### config.mk
export PLATFORM = sky130hd
export DESIGN_NAME = binary_boundary_marker_3x3
export DESIGN_NICKNAME = d
export VERILOG_FILES = /design/src/rtl/bbm_pkg.sv /design/src/rtl/binary_boundary_marker_3x3.sv /design/src/rtl/bbm_judge.sv
export SDC_FILE = /design/constraint.sdc
export NUM_CORES = 2
export LEC_CHECK = 0
export BUFFER_PORTS_ARGS = -buffer_cell sky130_fd_sc_hd__buf_4
export CORE_UTILIZATION = 45
export DETAILED_ROUTE_END_ITERATION = 7
export SLEW_MARGIN = 20
export SYNTH_ARGS = -nofsm -noshare
export SYNTH_HDL_FRONTEND = slang
export SYNTH_HIERARCHICAL = 1
export SYNTH_SLANG_ARGS = --single-unit
export TNS_END_PERCENT = 50
### constraint.sdc
create_clock -name clk -period 18.4 [get_ports clk]
set_input_delay 0.92 -clock clk [delete_from_list [all_inputs] [get_ports clk]]
set_output_delay 0.92 -clock clk [all_outputs]
set_load 0.03 [all_outputs]
### src/rtl/bbm_pkg.sv
package bbm_pkg;

  localparam int CFG_W          = 11;
  localparam int COORD_W        = 10;
  localparam int CFG_IDX_W      = 1;
  localparam int DEF_MAX_WIDTH  = 1024;
  localparam int DEF_MAX_HEIGHT = 1024;

  localparam logic [CFG_IDX_W-1:0] REG_FRAME_WIDTH  = 1'd0;
  localparam logic [CFG_IDX_W-1:0] REG_FRAME_HEIGHT = 1'd1;

  localparam logic [CFG_W-1:0] FRAME_WIDTH_RST  = 11'd1024;
  localparam logic [CFG_W-1:0] FRAME_HEIGHT_RST = 11'd1024;

  typedef struct packed {
    logic command;
    logic walkable;
  } bbm_in_t;

  typedef struct packed {
    logic               is_edge;
    logic [COORD_W-1:0] out_x;
    logic [COORD_W-1:0] out_y;
    logic               last_of_run;
  } bbm_out_t;

endpackage

### src/rtl/binary_boundary_marker_3x3.sv
// Channel | Direction | Word              | Accepted when
// in      | input     | bbm_in_t          | in_valid && in_ready
// out     | output    | bbm_out_t         | out_valid && out_ready
// cfg     | input     | cfg_index/cfg_data| cfg_valid && cfg_ready (always ready)
//
// One pixel per cycle unless the output stalls; an end-of-row pixel past column 0 and
// row 0 yields two words, holding the next pixel while the two-entry buffer drains.
// Pixel stage registers the pixel and its line store read; results load when it fires.
// Reset (rst, synchronous) clears counters, window, pipeline and buffer; registers
// return to 1024. Line store is not cleared. A stalled output holds in_ready low
// once the buffer cannot take a full row-end pair.
module binary_boundary_marker_3x3 #(
  parameter int MAX_WIDTH  = bbm_pkg::DEF_MAX_WIDTH,
  parameter int MAX_HEIGHT = bbm_pkg::DEF_MAX_HEIGHT
) (
  input  logic                        clk,
  input  logic                        rst,
  input  logic                        in_valid,
  output logic                        in_ready,
  input  bbm_pkg::bbm_in_t            in_data,
  output logic                        out_valid,
  input  logic                        out_ready,
  output bbm_pkg::bbm_out_t           out_data,
  input  logic                        cfg_valid,
  output logic                        cfg_ready,
  input  logic [bbm_pkg::CFG_IDX_W-1:0] cfg_index,
  input  logic [bbm_pkg::CFG_W-1:0]   cfg_data
);

  import bbm_pkg::*;

  localparam int XW  = $clog2(MAX_WIDTH);
  localparam int WW  = $clog2(MAX_WIDTH + 1);
  localparam int RW  = $clog2(MAX_HEIGHT + 1);
  localparam int CWW = (WW > CFG_W) ? WW : CFG_W;
  localparam int CHW = (RW > CFG_W) ? RW : CFG_W;

  // configuration
  logic [CFG_W-1:0] frame_width;
  logic [CFG_W-1:0] frame_height;

  assign cfg_ready = 1'b1;

  always_ff @(posedge clk) begin
    if (rst) begin
      frame_width  <= FRAME_WIDTH_RST;
      frame_height <= FRAME_HEIGHT_RST;
    end else if (cfg_valid && cfg_ready) begin
      case (cfg_index)
        REG_FRAME_WIDTH:  frame_width  <= cfg_data;
        REG_FRAME_HEIGHT: frame_height <= cfg_data;
        default: ;
      endcase
    end
  end

  // clamp dimensions to 1..MAX
  logic [CWW-1:0] fw_ext, w_clamp;
  logic [CHW-1:0] fh_ext, h_clamp;
  logic [WW-1:0]  w;
  logic [RW-1:0]  h;

  assign fw_ext = CWW'(frame_width);
  assign fh_ext = CHW'(frame_height);

  always_comb begin
    if (fw_ext == '0) begin
      w_clamp = CWW'(1);
    end else if (fw_ext > CWW'(MAX_WIDTH)) begin
      w_clamp = CWW'(MAX_WIDTH);
    end else begin
      w_clamp = fw_ext;
    end
    if (fh_ext == '0) begin
      h_clamp = CHW'(1);
    end else if (fh_ext > CHW'(MAX_HEIGHT)) begin
      h_clamp = CHW'(MAX_HEIGHT);
    end else begin
      h_clamp = fh_ext;
    end
  end

  assign w = w_clamp[WW-1:0];
  assign h = h_clamp[RW-1:0];

  // input side: raster counters
  logic [XW-1:0] column_count, column_count_next;
  logic [RW-1:0] row_count, row_count_next;
  logic          in_fire;
  logic          flush_row;
  logic          in_bit;
  logic          in_last;

  assign in_fire   = in_valid && in_ready;
  assign flush_row = (row_count >= h);
  assign in_bit    = (!flush_row && !in_data.command) ? in_data.walkable : 1'b0;
  assign in_last   = (WW'(column_count) >= (w - WW'(1)));

  always_comb begin
    column_count_next = column_count;
    row_count_next    = row_count;
    if (in_last) begin
      column_count_next = '0;
      row_count_next    = flush_row ? '0 : row_count + RW'(1);
    end else begin
      column_count_next = column_count + XW'(1);
    end
  end

  always_ff @(posedge clk) begin
    if (rst) begin
      column_count <= '0;
      row_count    <= '0;
    end else if (in_fire) begin
      column_count <= column_count_next;
      row_count    <= row_count_next;
    end
  end

  // pixel stage
  logic          s1_valid;
  logic          s1_bit;
  logic [XW-1:0] s1_col;
  logic [RW-1:0] s1_row;
  logic          s1_last;
  logic          s1_fwd;
  logic [1:0]    s1_fwd_data;
  logic [1:0]    rd_data;
  logic          s1_top, s1_mid;
  logic          s1_fire;

  // line store word: [1] = row y-2, [0] = row y-1
  logic [1:0] line_mem [MAX_WIDTH];

  assign s1_top = s1_fwd ? s1_fwd_data[1] : rd_data[1];
  assign s1_mid = s1_fwd ? s1_fwd_data[0] : rd_data[0];

  assign in_ready = !s1_valid || s1_fire;

  always_ff @(posedge clk) begin
    if (in_fire) begin
      rd_data <= line_mem[column_count];
    end
    if (s1_fire) begin
      line_mem[s1_col] <= {s1_mid, s1_bit};
    end
  end

  always_ff @(posedge clk) begin
    if (rst) begin
      s1_valid <= 1'b0;
    end else if (in_fire) begin
      s1_valid <= 1'b1;
    end else if (s1_fire) begin
      s1_valid <= 1'b0;
    end
  end

  always_ff @(posedge clk) begin
    if (in_fire) begin
      s1_bit      <= in_bit;
      s1_col      <= column_count;
      s1_row      <= row_count;
      s1_last     <= in_last;
      // bypass the word being written this same edge
      s1_fwd      <= s1_fire && (s1_col == column_count);
      s1_fwd_data <= {s1_mid, s1_bit};
    end
  end

  // window and judging
  logic [8:0]    window_bits, window_next;
  logic [RW-1:0] py;
  logic [XW-1:0] px_a;
  logic          edge_a, edge_b;
  logic          has_a, has_b;

  assign window_next = {s1_bit, s1_mid, s1_top, window_bits[8:3]};
  assign py          = s1_row - RW'(1);
  assign px_a        = s1_col - XW'(1);
  assign has_a       = (s1_row != '0) && (s1_col != '0);
  assign has_b       = (s1_row != '0) && s1_last;

  always_ff @(posedge clk) begin
    if (rst) begin
      window_bits <= '0;
    end else if (s1_fire) begin
      window_bits <= window_next;
    end
  end

  bbm_judge #(
    .MAX_WIDTH  (MAX_WIDTH),
    .MAX_HEIGHT (MAX_HEIGHT)
  ) u_judge_a (
    .left    (window_next[2:0]),
    .center  (window_next[5:3]),
    .right   (window_next[8:6]),
    .px      (px_a),
    .py      (py),
    .w       (w),
    .h       (h),
    .is_edge (edge_a)
  );

  bbm_judge #(
    .MAX_WIDTH  (MAX_WIDTH),
    .MAX_HEIGHT (MAX_HEIGHT)
  ) u_judge_b (
    .left    (window_next[5:3]),
    .center  (window_next[8:6]),
    .right   (3'b000),
    .px      (s1_col),
    .py      (py),
    .w       (w),
    .h       (h),
    .is_edge (edge_b)
  );

  bbm_out_t res_a, res_b;

  always_comb begin
    res_a.is_edge     = edge_a;
    res_a.out_x       = COORD_W'(px_a);
    res_a.out_y       = COORD_W'(py);
    res_a.last_of_run = !has_b;
    res_b.is_edge     = edge_b;
    res_b.out_x       = COORD_W'(s1_col);
    res_b.out_y       = COORD_W'(py);
    res_b.last_of_run = 1'b1;
  end

  // result buffer, two words deep
  bbm_out_t   out0, out1;
  logic [1:0] out_count;
  logic       pop;

  assign pop       = out_valid && out_ready;
  assign s1_fire   = s1_valid && ((out_count == 2'd0) || ((out_count == 2'd1) && pop));
  assign out_valid = (out_count != 2'd0);
  assign out_data  = out0;

  always_ff @(posedge clk) begin
    if (rst) begin
      out_count <= 2'd0;
    end else if (s1_fire) begin
      out_count <= {1'b0, has_a} + {1'b0, has_b};
    end else if (pop) begin
      out_count <= out_count - 2'd1;
    end
  end

  always_ff @(posedge clk) begin
    if (s1_fire) begin
      out0 <= has_a ? res_a : res_b;
      out1 <= res_b;
    end else if (pop) begin
      out0 <= out1;
    end
  end

endmodule

### src/rtl/bbm_judge.sv
module bbm_judge #(
  parameter int MAX_WIDTH  = 1024,
  parameter int MAX_HEIGHT = 1024
) (
  input  logic [2:0]                         left,
  input  logic [2:0]                         center,
  input  logic [2:0]                         right,
  input  logic [$clog2(MAX_WIDTH)-1:0]       px,
  input  logic [$clog2(MAX_HEIGHT+1)-1:0]    py,
  input  logic [$clog2(MAX_WIDTH+1)-1:0]     w,
  input  logic [$clog2(MAX_HEIGHT+1)-1:0]    h,
  output logic                               is_edge
);

  localparam int WW = $clog2(MAX_WIDTH + 1);
  localparam int RW = $clog2(MAX_HEIGHT + 1);

  logic [WW-1:0] px_ext;
  logic [WW-1:0] w_last;
  logic [RW-1:0] h_last;
  logic          lv, cv, rv, uv, mv, dv;
  logic          on_border;
  logic          any_walk;

  assign px_ext = WW'(px);
  assign w_last = w - WW'(1);
  assign h_last = h - RW'(1);

  // in-frame masks for the neighbor columns and rows; the frame may have
  // shrunk under a row in progress, so test both ends
  assign lv = (px_ext != '0) && (px_ext <= w);
  assign cv = (px_ext < w);
  assign rv = (px_ext < w_last);
  assign uv = (py != '0) && (py <= h);
  assign mv = (py < h);
  assign dv = (py < h_last);

  assign on_border = (px_ext == '0) || (py == '0) || (px_ext == w_last) || (py == h_last);

  assign any_walk = (lv & ((left[0] & uv) | (left[1] & mv) | (left[2] & dv)))
                  | (cv & ((center[0] & uv) | (center[2] & dv)))
                  | (rv & ((right[0] & uv) | (right[1] & mv) | (right[2] & dv)));

  // bit 1 of a column is the middle row, the pixel being judged
  assign is_edge = center[1] ? on_border : any_walk;

endmodule

==> flow_summary.ini <==
[pwr]
peakVddDrop_uv = 78.64
leakagePower_nw = 31.51
p_per_area_mw_per_mm2 = 109.2

[die]
fp.dieW_um = 454.8
rows = 165
io_pins = 44
initial_core_util_pct = 45.46
coreArea_mm2 = 0.2029
fp.dieH_um = 454.8
dieArea_mm2 = 0.2068

[logic_synthesis]
synth_compound_area_share_pct = 3.638
ys_seq_area_share_pct = 70.11
postSynthAreaPerCell_um2 = 16.20
synth_top_family_by_area = multiplexers
synth_area_leaders = edfxtp_1 (69%), mux4_2 (12%), nor2_1 (4.5%), mux2i_1 (1.7%), ha_1 (1.6%)
synth_top_area_share_pct = 68.98
yosys-mux-area-fraction_pct = 13.64
ys.flop_type = edfxtp_1
synth_top_area_cell = edfxtp_1
async_flop_share_pct = 0
synth-seq-cells = 2171
syn_inst = 5694
synth-simple-area-share_pct = 7.555
synth_area_mm2 = 0.09225
synth.distinct_cells = 77
synthAdderAreaFrac_pct = 1.641
synth-edff-count = 2119
synth_xor_area_share_pct = 0.7786
ys_warn_count = 6

[critical_path]
worst_ep_required_time_ns = 18.98
worstSetupPathType = reg -> reg
cp-start-kind = flip-flop
cp_max_fo = 47
end_kind = flip-flop
r2r_setup_slack_ns = 12.11
arrival_ns = 6.87

[finish]
n_fill_cell = 16660
final_common_cell = edfxtp_1
final_cell_count_no_fill = 8534
multiInputGateArea_mm2 = 0.02546
drive_above_1_share_pct = 18.64
seqCellArea_mm2 = 0.06469
synthToLayoutAreaGrowth_pct = 11.02
finalNetCount = 5816
most-common-layout-cells = edfxtp_1 (2119), nor2_1 (1109), mux4_2 (482)

[clocking]
cts_max_path_buffers = 3
cts_resized = 0
h-tree-depth = 4
ctsHoldBuffers = 0
cts_root_buffer = clkbuf_16
clock_sinks = 2171
cts_tree = done
numCtsBuffers = 218
clkLatencyLatePin_ns = 0.87
cts_setup_buffers = 0
path_clk_slew_ns = 0.06

[outcome]
outcome = finished clean

[place]
hpwl_um = 146600
place_congestion = 0.8405
numPortBuffers = 42
placed_cells = 8127

[timing]
finClkSkew_ns = 0.03218
worst_slew_pin_slew_ns = 1.182
slew_violations = 0
whs_ns = 0.2847
rsz0062_at_grt = false
min_period_over_period_pct = 34.17
layout_min_cycle_time_ns = 6.287
tns_ns = 0
finalHoldViolations = 0
timing.max_slew.rel_slack_pct = 21.17
fmax_ghz = 0.1591
setup_viol = 0

[route]
vias_per_cell = 6.215
drt_iter0_markers = 7283
drc = 0
postRouteAntennaNets = 0
wl_um = 266400
dr.pass1.iters = 7
wl_per_cell_um = 31.21
vias = 53040

[global_routing]
antenna_found_initial = 9
grt_use_total_pct = 25.90
grt_pass1_vias = 53150
grt_pass1_wl_um = 382400
met1_usage_pct = 36.53
grt_overflow = 0
grt.met3_usage_pct = 4.647
top_usage_layer = met2
grt_max_degree = 218
use_met2_pct = 40.99

[job]
max_cap_viol_count = 0

[worst_hold_path]
hold_path_class = in -> reg
-- path summary, 6_finish.rpt --
check	depth (start not counted)	start	end
setup / recovery	14	column_count[1]	rd_data[1]
hold / removal	3	in_valid	s1_valid
setup reg to reg	14	column_count[1]	rd_data[1]
hold reg to reg	2	window_bits[3]	window_bits[3]
-- flip-flops by register name, indices dropped and copies added (netlist names) --
name and count:
s1_last 1, window_bits 6, s1_valid 1, out_count 2
out_data 22, s1_col 10, fh_ext 11, line_mem 2048
column_count 10, row_count 11, s1_bit 1, frame_width 11
s1_fwd 1, rd_data 2, out1 21, s1_fwd_data 2
s1_row 11
-- synth_stat cells, types with 34 or more instances --
library cell	number
edfxtp_1	2119
nor2_1	1113
mux2i_1	153
clkbuf_1	285
o21ai_0	60
nand2_1	264
nand3_1	52
nand4_1	34
a221oi_1	38
mux4_2	482
nor3_1	58
inv_1	81
buf_2	60
a22oi_1	41
ha_1	121
a21oi_1	122
xnor2_1	66
dfxtp_1	52
-- cell type report --
type	count	area share [%]
flip-flops and latches	2171	63.17
well taps	2672	3.265
repair buffers	183	1.410
clock buffers	274	5.614
inverters	84	0.3116
clock inverters	129	1.362
multi-input cells	3018	24.86
diodes	3	0.007331
-- per-stage QoR --
| step | setup WS, ns | utilization (%) | area [µm²] | power, mW |
|---|---|---|---|---|
| after global routing | 11.89 | 50.46 | 102400 | 11.50 |
| after detailed placement | 12.10 | 46.91 | 95200 | 6.807 |
| after floorplan | 3.651 | - | 92250 | 6.607 |
| after CTS | 12.09 | 50.43 | 102300 | 11.23 |
| final | 12.11 | 50.46 | 102400 | 11.18 |
| after global placement | 12.14 | 46.90 | 95170 | 6.791 |
-- kinds of logic (layout without fill, tap and decap cells) --
kind of cell             Yosys count  after routing
flip-flops                      2171           2171
other                              2              7
buffers and inverters            507            670
XOR/XNOR                          82             82
adder cells (fa/ha/maj)          121            121
multiplexers                     652            652
AND/OR/NAND/NOR                 1674           1674
AO/OA/AOI/OAI                    485            485
-- critical path, cell delays in order (launching register included) --
cell       delay [ns]
dfxtp_4          0.64
buf_4            0.61
buf_4            0.60
buf_4            0.75
buf_4            0.74
buf_4            0.54
mux4_2           0.37
mux2i_1          0.21
nor2_1           0.06
a2111oi_1        0.41
nor3_1           0.22
a221oi_2         0.23
nor2_1           0.10
a2111oi_4        0.24
o32ai_1          0.12
-- layer usage --
metal / vias to the layer above / wire length, µm
met1: 27820 / 106700
met2: 2722 / 125200
li1: 22030 / -
met5: - / 35
met3: 459 / 25890
met4: 6 / 8548
-- report_power, final --
| group | internal, mW | leakage, nW | switching, mW | total, mW |
|---|---|---|---|---|
| sequential | 5.58 | 19.6 | 0.0339 | 5.61 |
| clock | 2.56 | 3.50 | 1.92 | 4.48 |
| combinational | 0.411 | 8.43 | 0.680 | 1.09 |
| total | 8.55 | 31.5 | 2.63 | 11.2 |
(Power assumes the default switching activity.)
